**config.mk**
```make
export PLATFORM = sky130hd
export DESIGN_NAME = sbb_ctrl
export DESIGN_NICKNAME = d
export VERILOG_FILES = /design/src/hw/rtl/sbb_pkg.sv /design/src/hw/rtl/sbb_ctrl.sv
export SDC_FILE = /design/constraint.sdc
export NUM_CORES = 1
export LEC_CHECK = 0
export BUFFER_PORTS_ARGS = -buffer_cell sky130_fd_sc_hd__buf_4
export CAP_MARGIN = 20
export CORE_AREA = 4 4 41 43
export CTS_BUF_LIST = sky130_fd_sc_hd__clkbuf_4 sky130_fd_sc_hd__clkbuf_8
export DETAILED_ROUTE_END_ITERATION = 7
export DIE_AREA = 0 0 45 47
export RECOVER_POWER = 50
export SYNTH_ARGS = -nofsm -noshare
export SYNTH_HDL_FRONTEND = slang
export SYNTH_SLANG_ARGS = --single-unit
```
**constraint.sdc**
```tcl
create_clock -name clk -period 3.5 [get_ports clk]
set_input_delay 0.175 -clock clk [delete_from_list [all_inputs] [get_ports clk]]
set_output_delay 0.175 -clock clk [all_outputs]
set_load 0.005 [all_outputs]
```
**src/hw/rtl/sbb_pkg.sv**
```systemverilog
// sbb_pkg: shared types and constants for the separable box blur core.
// Used by the controller, the datapath, the divider and the top level.
package sbb_pkg;

  localparam int DEF_MAX_WIDTH  = 64;
  localparam int DEF_MAX_HEIGHT = 64;

  localparam int PIX_W      = 8;   // pixel width
  localparam int SIZE_CFG_W = 7;   // image_width / image_height register width
  localparam int KS_W       = 5;   // kernel_size register width
  localparam int RAD_W      = KS_W - 1;
  localparam int CNT_W      = 5;   // in-bounds tap count, at most 31
  localparam int SUM_W      = PIX_W + CNT_W;
  localparam int APB_AW     = 4;
  localparam int APB_DW     = 32;

  // register index, paddr[3:2]
  localparam logic [1:0] REG_IMAGE_WIDTH  = 2'd0;
  localparam logic [1:0] REG_IMAGE_HEIGHT = 2'd1;
  localparam logic [1:0] REG_KERNEL_SIZE  = 2'd2;

  localparam logic [SIZE_CFG_W-1:0] RST_IMAGE_WIDTH  = 7'd64;
  localparam logic [SIZE_CFG_W-1:0] RST_IMAGE_HEIGHT = 7'd64;
  localparam logic [KS_W-1:0]       RST_KERNEL_SIZE  = 5'd3;

  typedef enum logic [3:0] {
    DP_NOP,
    DP_LOAD,
    DP_DRAIN,
    DP_EMIT,
    DP_INIT,
    DP_SETUP,
    DP_MUL,
    DP_ACC,
    DP_DIVGO,
    DP_WRITE
  } dp_op_t;

  typedef struct packed {
    dp_op_t op;
    logic   vpass;   // 1 during the column pass
  } dp_cmd_t;

  typedef struct packed {
    logic load_last;  // current load completes the frame
    logic acc_done;   // window sum finished
    logic div_busy;
    logic pix_last;   // pass position is the last pixel
  } dp_status_t;

endpackage

```
**src/hw/rtl/sbb_ctrl.sv**
```systemverilog
// sbb_ctrl: sequencer for load, drain and the row and column blur passes.
// Depends on sbb_pkg for the datapath command and status types.
module sbb_ctrl (
  input  logic                clk,
  input  logic                rst_n,
  input  logic                start,
  input  logic                in_operation,
  output logic                busy,
  output sbb_pkg::dp_cmd_t    cmd,
  input  sbb_pkg::dp_status_t st
);
  import sbb_pkg::*;

  typedef enum logic [3:0] {
    ST_IDLE,
    ST_DRAIN,
    ST_INIT,
    ST_SETUP,
    ST_MUL,
    ST_ACC,
    ST_DIVGO,
    ST_DIV,
    ST_WR
  } state_t;

  state_t state_r, state_nxt;
  logic   vpass_r, vpass_nxt;
  logic   busy_r;

  always_comb begin
    state_nxt = state_r;
    vpass_nxt = vpass_r;
    cmd.op    = DP_NOP;
    cmd.vpass = vpass_r;
    case (state_r)
      ST_IDLE: begin
        if (start) begin
          if (in_operation) begin
            cmd.op    = DP_DRAIN;
            state_nxt = ST_DRAIN;
          end else begin
            cmd.op = DP_LOAD;
            if (st.load_last) begin
              vpass_nxt = 1'b0;
              state_nxt = ST_INIT;
            end
          end
        end
      end
      ST_DRAIN: begin
        cmd.op    = DP_EMIT;
        state_nxt = ST_IDLE;
      end
      ST_INIT: begin
        cmd.op    = DP_INIT;
        state_nxt = ST_SETUP;
      end
      ST_SETUP: begin
        cmd.op    = DP_SETUP;
        state_nxt = ST_MUL;
      end
      ST_MUL: begin
        cmd.op    = DP_MUL;
        state_nxt = ST_ACC;
      end
      ST_ACC: begin
        cmd.op = DP_ACC;
        if (st.acc_done) state_nxt = ST_DIVGO;
      end
      ST_DIVGO: begin
        cmd.op    = DP_DIVGO;
        state_nxt = ST_DIV;
      end
      ST_DIV: begin
        if (!st.div_busy) state_nxt = ST_WR;
      end
      ST_WR: begin
        cmd.op = DP_WRITE;
        if (!st.pix_last) begin
          state_nxt = ST_SETUP;
        end else if (vpass_r) begin
          state_nxt = ST_IDLE;
        end else begin
          vpass_nxt = 1'b1;
          state_nxt = ST_INIT;
        end
      end
      default: state_nxt = ST_IDLE;
    endcase
  end

  always_ff @(posedge clk) begin
    if (!rst_n) begin
      state_r <= ST_IDLE;
      vpass_r <= 1'b0;
      busy_r  <= 1'b0;
    end else begin
      state_r <= state_nxt;
      vpass_r <= vpass_nxt;
      busy_r  <= (state_nxt != ST_IDLE);
    end
  end

  assign busy = busy_r;

endmodule

```
==> impl_metrics.py, run 1 <==
metrics = {
    "global_routing": {
        "antenna_found_initial": 0,
        "grtUsageMet3_pct": 4.598,
        "top_usage_layer": "met1",
        "grt_pass1_vias": 335,
        "grt-ovfl-total": 0,
        "grt_usage_pct": 9.256,
        "grt_pass1_wl_mm": 1.393,
        "grtUsageMet2_pct": 12.43,
        "grt_max_degree": 15,
        "grt_use_met1_pct": 12.56,
    },
    "min_path": {
        "whs_path_depth": 3,
        "hold_end": "vpass_r$_SDFFE_PN0P_",
        "hp-class": "input pin to flop",
        "hp-start": "rst_n",
    },
    "cells_and_area": {
        "fill_cells": 156,
        "area_growth_pct": 19.48,
        "finalNonFillerCells": 79,
        "fin_area_um2": 521.8,
        "layout-drive-gt1-share_pct": 29.69,
        "final_util_pct": 40.10,
        "diodes": 0,
        "num-nets-final": 74,
    },
    "yosys": {
        "ys_warn_count": 0,
        "synth_edf_count": 0,
        "netlist-cell-type-count": 31,
        "mappedNetlistArea_um2": 436.7,
        "ys_ff_latch": 6,
        "synthFlopType": "dfxtp_1",
        "syn-num-nets": 61,
        "synth_top_family_by_area": "simple AND/OR/NAND/NOR gates",
        "synth_cells": 53,
        "synthArstFlopShare_pct": 0,
        "synth_simple_gate_area_share_pct": 32.09,
        "synthMuxAreaShare_pct": 0,
        "yosys.area_share.adder_pct": 0,
        "seq_area_frac_synth_pct": 27.51,
        "synth_xor_area_share_pct": 2.006,
        "avgSynthCellArea_um2": 8.239,
        "synth-compound-area-share_pct": 25.50,
    },
    "worst_setup_path": {
        "critPathTopFamily": "flip-flops",
        "path_max_fanout": 12,
        "crit_path_start_kind": "flop",
        "cp_slowest_cell": "dfxtp_1",
        "crit_required_ns": 3.32,
        "ff2ff_path_depth": 4,
        "r2r-end": "busy$_SDFF_PN0_",
        "cp_num_buf_inv": 2,
        "cp.arrival_ns": 1.41,
        "ff2ff_setup_slack_ns": 1.93,
        "critPathKind": "flop to output port",
        "worstSetupEndpointType": "output port",
        "cpPeakStageDelay_ns": 0.55,
        "cp_num_cells": 5,
        "r2r_start": "state_r[2]$_SDFF_PN0_",
        "crit_chain": "inv_2 -> a31oi_1 -> a2bb2oi_1 -> o21ai_1 -> buf_4",
    },
    "die": {
        "die_h_um": 47,
        "rows": 13,
        "chipWidth_um": 45,
        "start_util_pct": 33.56,
        "dieArea_um2": 2115,
        "boundaryPins": 14,
        "core_area_um2": 1301,
    },
    "placement": {
        "post-place-cells": 76,
        "dpl.hpwl_um": 664.9,
        "port-buffer-count": 13,
        "gp_congestion": 0.7426,
        "placed_cell_area_um2": 504.2,
    },
    "sta": {
        "skew_ns": 0.002629,
        "hold_viol_final": 0,
        "final-setup-viol-count": 0,
        "worstMarginPinSlew_ns": 0.5485,
        "timing.hold.ws_ns": 0.1825,
        "finalSetupTns_ns": 0,
        "finalCritPeriodShare_pct": 45.41,
        "fmax_mhz": 629.2,
        "rsz0062_at_grt": "false",
        "period_needed_ns": 1.589,
        "drv_slew": 0,
        "max_slew_margin_pct": 63.15,
    },
    "routing": {
        "ant_nets": 0,
        "vias": 404,
        "wl_per_cell_um": 11.37,
        "drt_first_pass_iters": 2,
        "drt_iter0_markers": 13,
        "route.detailed.vias_per_inst": 5.114,
        "remaining_drc_errors": 0,
        "wl_um": 898,
    },
    "cts": {
        "clock_sinks": 6,
        "clk_transition_reported_paths_ns": 0.05,
        "ctsLongestPathBuffers": 2,
        "cts_tree": "built",
        "postCtsSetupBuffers": 0,
        "ctsHoldBuffers": 0,
        "htreeDepth": 1,
        "worstSkewPairLatency_ns": 0.24,
        "post_cts_resized": 0,
        "cts_buffers": 3,
        "clockRootBuffer": "clkbuf_4",
    },
    "run_status": {
        "status": "complete, no violations",
    },
    "run": {
        "drv_cap": 0,
    },
    "pwr": {
        "power_leakage_uw": 0.0002135,
        "powerDensity_nw_per_um2": 343.8,
        "irDropWorstVdd_uv": 202.9,
    },
}
[per-stage QoR]
| step | worst slack [ns] | power [uW] |
|---|---|---|
| global placement | 2.025 | 118.5 |
| global route | 1.788 | 191.1 |
| floorplan | 2.245 | 102.2 |
| detailed placement | 2.004 | 118.3 |
| finish | 1.911 | 179.4 |
| CTS | 1.892 | 185.4 |
[kinds of logic after synthesis]
family                 after synthesis
AO/OA/AOI/OAI                       16
AND/OR/NAND/NOR                     23
XOR/XNOR                             1
flip-flops                           6
buffers and inverters                7
[sequential cells by signal (all words and copies together) (netlist names)]
signal	flops
busy	1
vpass_r	1
state_r	4
[cells in the final DEF, fill, tap and decap left out]
cell type and instances:
a211oi_1 1, a21boi_0 1, a21oi_1 2, a21oi_2 1
a2bb2oi_1 1, a31o_1 1, a31oi_1 2, a41oi_1 1
and2_1 1, and3b_1 1, and4bb_1 1, buf_4 11
clkbuf_4 5, dfxtp_1 6, inv_1 1, inv_2 1
nand2_1 4, nand2b_1 1, nand3_1 2, nand3b_1 2
nand4b_1 2, nor2_1 5, nor2b_1 1, nor3_1 1
o21ai_0 2, o21ai_1 2, o21ai_2 1, o21ba_1 1
or2b_1 1, or3_1 1, xnor2_1 1
[power by group]
group / internal, uW / leakage, uW / total (uW) / switching (uW)
registers: 72.2 / 0.0000488 / 77.6 / 5.42
logic: 22.2 / 0.000151 / 38.2 / 16.0
clock network: 38.8 / 0.0000138 / 63.6 / 24.8
total: 133 / 0.000213 / 179 / 46.3
[how the worst max path moves through the flow]
| stage | startpoint | to | slack, ns |
|---|---|---|---|
| after floorplan | state_r[1]$_SDFF_PN0_ | busy$_SDFF_PN0_ | 2.24 |
| after global placement | state_r[3]$_SDFF_PN0_ | busy$_SDFF_PN0_ | 2.03 |
| after global routing | state_r[1]$_SDFF_PN0_ | cmd[1] | 1.79 |
| after detailed placement | state_r[3]$_SDFF_PN0_ | busy$_SDFF_PN0_ | 2.00 |
| final | state_r[1]$_SDFF_PN0_ | cmd[1] | 1.91 |
| after CTS | state_r[1]$_SDFF_PN0_ | cmd[1] | 1.89 |
[Yosys cell counts, drive strengths merged (2+ instances only)]
cell type | instances | share of area, %
nand4b | 2 | 4.0
nand3b | 2 | 3.4
nand3 | 2 | 2.3
a21oi | 3 | 4.3
dfxtp | 6 | 28
a31oi | 2 | 2.9
nor2 | 5 | 4.3
inv | 2 | 1.7
o21ai | 5 | 6.6
buf | 5 | 11
nand2 | 4 | 3.4
[final cells by class]
class | count | area [um2] | share of cell area, %
flip-flops and latches | 6 | 120.1 | 23.02
repair buffers | 13 | 97.59 | 18.71
inverters | 2 | 7.507 | 1.439
well taps | 15 | 18.77 | 3.597
clock buffers | 3 | 22.52 | 4.317
multi-input cells | 40 | 255.2 | 48.92
[routing by layer]
| layer | up-vias | routed length (um) |
|---|---|---|
| met2 | 9 | 396 |
| met3 | 0 | 52 |
| li1 | 212 | - |
| met5 | - | 0 |
| met4 | 0 | 0 |
| met1 | 183 | 448 |
[worst min-delay path: cells and delay by family]
family,cells,cell delay [ns]
buffers and inverters,1,0.10
and+or+nand+nor,2,0.12
Power figures use the tool's default switching activity.
==> inputs of run 2 (changes only) <==
==> constraint.sdc (replaced) <==
create_clock -name clk -period 1.3 [get_ports clk]
set_input_delay 0.065 -clock clk [delete_from_list [all_inputs] [get_ports clk]]
set_output_delay 0.065 -clock clk [all_outputs]
set_load 0.005 [all_outputs]
==> run 2 against run 1 <==
The run now ends with negative setup slack left. Flip-flop and latch count unchanged. Power rose to 2.8 times the previous value. Cell count is 11% higher. Worst setup slack got worse by 1.9 ns. Critical path depth did not move. Non-clock buffer count rose by 9. Largest cell class unchanged. Sequential power increased to 2.6 times the previous value. Die area is the same. Sequential share of layout area shrank 1.7 points. Design area rose by 19%. Clock power grew to 2.7 times the previous value. Worst hold slack got worse by 0.11 ns.
==> impl_metrics.py, run 2 (synthesized netlist as in run 1, its figures left out) <==
metrics = {
    "run_status": {
        "status": "complete, but fails checks",
        "violations": "negative setup slack",
    },
    "worst_setup_path": {
        "crit_path_start_kind": "flop",
        "path_max_fanout": 4,
        "cp_slowest_cell": "or3_1",
        "critPathKind": "flop to flop",
        "crit_chain": "buf_4 -> o21ba_1 -> o21ai_2 -> a21oi_2 -> or3_1",
        "worstSetupEndpointType": "flop",
        "cpPeakStageDelay_ns": 0.37,
        "cp.arrival_ns": 1.45,
        "crit_required_ns": 1.42,
    },
    "die": {
        "start_util_pct": 33.56,
        "chipWidth_um": 45,
        "boundaryPins": 14,
        "die_h_um": 47,
        "core_area_um2": 1301,
        "rows": 13,
        "dieArea_um2": 2115,
    },
    "cts": {
        "clockRootBuffer": "clkbuf_4",
        "clk_transition_reported_paths_ns": 0.05,
        "clock_sinks": 6,
        "ctsHoldBuffers": 0,
        "htreeDepth": 1,
        "ctsLongestPathBuffers": 2,
        "cts_buffers": 3,
        "worstSkewPairLatency_ns": 0.24,
        "cts_tree": "built",
    },
    "min_path": {
        "hp-class": "input pin to flop",
    },
    "cells_and_area": {
        "num-nets-final": 83,
        "fill_cells": 134,
        "largest_reg_flops": 4,
        "area_growth_pct": 42.12,
        "multi_input_area_um2": 266.5,
        "fin_area_um2": 620.6,
        "layout-drive-gt1-share_pct": 45.21,
        "final_cell_mix": "18 x buf_4, 5 x nor2_1, 5 x clkbuf_4",
        "regArea_um2": 132.6,
        "final_common_cell": "buf_4",
        "largest_register": "state_r",
        "diodes": 0,
    },
    "global_routing": {
        "grt_pass1_vias": 385,
        "grt-ovfl-total": 0,
        "grt_usage_pct": 9.716,
        "grt_max_degree": 8,
        "antenna_found_initial": 0,
        "grt_pass1_wl_mm": 1.483,
    },
    "pwr": {
        "total_power_uw": 508.9,
        "p_comb_share_pct": 27.2,
        "irDropWorstVdd_uv": 426.7,
        "switching_share_pct": 25.45,
        "p_int_uw": 379.3,
        "clkPwrFrac_pct": 33.1,
        "seqPwrFrac_pct": 39.7,
        "powerDensity_nw_per_um2": 819.9,
        "power_leakage_uw": 0.0002698,
        "p_switching_uw": 129.5,
    },
    "routing": {
        "remaining_drc_errors": 0,
        "vias": 431,
        "wl_um": 965,
        "route.detailed.vias_per_inst": 4.898,
        "wl_per_cell_um": 10.97,
        "drt_first_pass_iters": 3,
        "drt_iter0_markers": 4,
        "ant_nets": 0,
    },
    "placement": {
        "dpl.hpwl_um": 714.9,
        "gp_congestion": 0.7251,
        "placed_cell_area_um2": 556.8,
        "port-buffer-count": 13,
    },
    "sta": {
        "hold_viol_final": 0,
        "fmax_mhz": 750.7,
        "finalSetupTns_ns": -0.03299,
        "fin_ws_ns": -0.03214,
        "max_slew_margin_pct": 85.14,
        "final-setup-viol-count": 2,
        "drv_slew": 0,
        "rsz0062_at_grt": "true",
        "period_needed_ns": 1.332,
        "worstMarginPinSlew_ns": 0.2201,
        "skew_ns": 0.003420,
        "finalCritPeriodShare_pct": 102.5,
    },
    "run": {
        "drv_cap": 0,
    },
}
## run 2: cell types whose count changed in the layout (fill, tap and decap cells not counted), sizes merged
cell	change
buf	+9
## run 2: path summary, 6_finish.rpt
path | endpoint | cells past startpoint | slack, ns | start
min reg2reg | vpass_r$_SDFFE_PN0P_ | 2 | 0.52 | vpass_r$_SDFFE_PN0P_
max | busy$_SDFF_PN0_ | 5 | -0.03 | state_r[1]$_SDFF_PN0_
min | vpass_r$_SDFFE_PN0P_ | 3 | 0.07 | rst_n
max reg2reg | busy$_SDFF_PN0_ | 5 | -0.03 | state_r[1]$_SDFF_PN0_
## run 2: final cells by class
cell class,instances,share of cell area [%]
Clock buffer,3,3.629
Sequential cell,6,21.37
Timing Repair Buffer,22,27.82
Multi-Input combinational cell,40,42.94
Tap cell,15,3.024
Inverter,2,1.210
## run 2: repair_timing
action / 4_1_cts / 5_1_grt
resized for setup: 5 / 5
pin swaps: 1 / 3
hold endpoints to repair: 0 / 0
setup buffers: 2 / 0
endpoints found under the setup margin: 4 / 5
## run 2: per-stage QoR
step	setup slack, ns	instances	hold slack, ns	utilization [%]
2_1_floorplan	0.04484	53	0.1788	-
6_report	-0.03214	88	0.07034	47.69
3_3_place_gp	-0.05332	83	0.3270	42.79
5_1_grt	-0.08514	88	0.07679	47.69
4_1_cts	-0.03446	88	0.06107	46.25
3_5_place_dp	-0.06216	83	0.3225	42.79
## run 2: layer usage
metal  GRT usage, %  part of all wire, %  vias to the layer above
li1               -                    -                      228
met1          11.59                   47                      196
met2          15.54                   47                        7
met3          1.916                  5.3                        0
met4          7.018                    0                        0
met5              0                    0                        -
## run 2: critical path: cells and delay by family, from the launching register on
kind            cells  cell delay [ns]
flops               1             0.35
simple gates        1             0.37
buf+inv             1             0.14
compound gates      3             0.36
## run 2: power by group through the flow
| stage | logic (uW) | registers, uW | clock network (uW) |
|---|---|---|---|
| finish | 138 | 202 | 169 |
| global route | 150 | 203 | 192 |
| CTS | 134 | 202 | 181 |
| detailed placement | 125 | 209 | 0 |
| global placement | 125 | 208 | 0 |
| floorplan | 73.0 | 202 | 0 |
==> inputs of run 3 (changes only) <==
--- a/config.mk
+++ b/config.mk
@@ -11,7 +11,8 @@
 export CTS_BUF_LIST = sky130_fd_sc_hd__clkbuf_4 sky130_fd_sc_hd__clkbuf_8
 export DETAILED_ROUTE_END_ITERATION = 7
 export DIE_AREA = 0 0 45 47
-export RECOVER_POWER = 50
+export PLACE_DENSITY_LB_ADDON = 0.3
+export RECOVER_POWER = 25
 export SYNTH_ARGS = -nofsm -noshare
 export SYNTH_HDL_FRONTEND = slang
 export SYNTH_SLANG_ARGS = --single-unit
==> run 3 against run 2 <==
The flow still finishes with violations (negative setup slack). Clock skew fell by 0.0022 ns. Die area did not move. Design area rose by 4.0%. Via count rose by 2.6%. Register-to-register slack improved by 0.03 ns. Critical endpoint unchanged. Highest routed layer unchanged.
==> impl_metrics.py, run 3 (synthesized netlist as in run 1, its figures left out) <==
metrics = {
    "run_status": {
        "status": "complete, but fails checks",
        "violations": "negative setup slack",
    },
    "worst_setup_path": {
        "crit_chain": "buf_6 -> o21ba_1 -> o21ai_2 -> a21oi_2 -> or3_1",
        "cp_slowest_cell": "dfxtp_4",
        "worstSetupEndpointType": "flop",
        "crit_path_start_kind": "flop",
        "critPathTopFamily": "compound AO/OA/AOI/OAI gates",
        "cp.arrival_ns": 1.42,
        "cp_num_buf_inv": 1,
        "critPathKind": "flop to flop",
        "crit_required_ns": 1.42,
        "cpPeakStageDelay_ns": 0.35,
        "path_max_fanout": 4,
    },
    "cts": {
        "clk_transition_reported_paths_ns": 0.04,
        "htreeDepth": 1,
        "worstSkewPairLatency_ns": 0.24,
        "ctsLongestPathBuffers": 2,
        "clockRootBuffer": "clkbuf_4",
        "cts_buffers": 3,
        "clock_sinks": 6,
        "cts_tree": "built",
        "ctsHoldBuffers": 0,
    },
    "sta": {
        "finalSetupTns_ns": -0.0002368,
        "fmax_mhz": 769.1,
        "skew_ns": 0.001215,
        "drv_slew": 0,
        "rsz0062_at_grt": "true",
        "max_slew_margin_pct": 85.57,
        "period_needed_ns": 1.300,
        "worstMarginPinSlew_ns": 0.2151,
        "finalCritPeriodShare_pct": 100.0,
        "hold_viol_final": 0,
        "final-setup-viol-count": 1,
        "timing.hold.ws_ns": 0.07641,
        "fin_ws_ns": -0.0002368,
    },
    "routing": {
        "remaining_drc_errors": 0,
        "drt_iter0_markers": 5,
        "vias": 442,
        "route.detailed.vias_per_inst": 4.857,
        "wl_mm": 1.014,
        "drt_first_pass_iters": 4,
        "wl_per_cell_um": 11.14,
        "ant_nets": 0,
    },
    "cells_and_area": {
        "fin_area_um2": 645.6,
        "largest_register": "state_r",
        "finalNonFillerCells": 91,
        "final_cell_mix": "20 x buf_4, 5 x nor2_1, 4 x nand2_1, 4 x clkbuf_4",
        "layout-drive-gt1-share_pct": 46.05,
        "num-nets-final": 86,
        "largest_reg_flops": 4,
        "area_growth_pct": 47.85,
        "diodes": 0,
        "final_common_cell": "buf_4",
    },
    "placement": {
        "placed_cell_area_um2": 556.8,
        "gp_congestion": 0.7425,
        "post-place-cells": 83,
        "port-buffer-count": 13,
        "dpl.hpwl_um": 761.5,
    },
    "die": {
        "die_h_um": 47,
        "core_area_um2": 1301,
        "chipWidth_um": 45,
        "boundaryPins": 14,
        "start_util_pct": 33.56,
        "dieArea_um2": 2115,
        "rows": 13,
    },
    "run": {
        "drv_cap": 0,
    },
    "min_path": {
        "hp-class": "input pin to flop",
    },
    "pwr": {
        "power_leakage_uw": 0.0002817,
        "powerDensity_nw_per_um2": 791.7,
        "irDropWorstVdd_uv": 593.7,
    },
    "global_routing": {
        "grt_max_degree": 9,
        "grt-ovfl-total": 0,
        "grt_pass1_vias": 399,
        "grt_usage_pct": 10.75,
        "grt_pass1_wl_mm": 1.642,
        "antenna_found_initial": 0,
    },
}
## run 3: through the flow
| stage | util, % | setup slack [ns] | power [uW] |
|---|---|---|---|
| 6_report | 49.62 | -0.0002368 | 511.1 |
| 5_1_grt | 49.62 | -0.1017 | 555.7 |
| 4_1_cts | 47.21 | -0.01167 | 512.7 |
| 3_5_place_dp | 42.79 | -0.04448 | 331.7 |
| 3_3_place_gp | 42.79 | -0.07911 | 331.4 |
| 2_1_floorplan | - | 0.04484 | 275.2 |
## run 3: worst paths after layout
kind | from | end | slack [ns] | depth (start not counted)
setup reg to reg | state_r[1]$_SDFF_PN0_ | busy$_SDFF_PN0_ | -0.0002 | 5
setup / recovery | state_r[1]$_SDFF_PN0_ | busy$_SDFF_PN0_ | -0.0002 | 5
hold / removal | rst_n | vpass_r$_SDFFE_PN0P_ | 0.08 | 3
hold reg to reg | vpass_r$_SDFFE_PN0P_ | vpass_r$_SDFFE_PN0P_ | 0.52 | 2
## run 3: tightest hold or removal path: stages
cell	delay, ns
buf_4	0.12
nand2_1	0.05
nor2_1	0.03
## run 3: cell type report
class                   instances  area, um2
well taps                      15      18.77
repair buffers                 25      195.2
clock buffers                   3      22.52
multi-input cells              40      266.5
fillers                       135      655.6
inverters                       2      10.01
flip-flops and latches          6      132.6
## run 3: repair_timing
action                     4_1_cts  5_1_grt
pin swaps                        2        1
setup endpoints to repair        4        4
buffers inserted                 2        3
gates resized for setup          9        3
## run 3: metal layers
| metal | vias to the layer above | global-route usage, % | wire length [um] |
|---|---|---|---|
| li1 | 238 | - | - |
| met1 | 193 | 12.30 | 426 |
| met2 | 11 | 18.36 | 520 |
| met3 | 0 | 4.215 | 67 |
| met4 | 0 | 3.509 | 0 |
| met5 | - | 0 | 0 |
## run 3: where the power goes
part	leakage [uW]	total, uW	switching (uW)	internal (uW)
clock network	0.0000138	163	59.5	104
registers	0.0000516	202	9.84	192
logic	0.000216	146	56.5	89.4
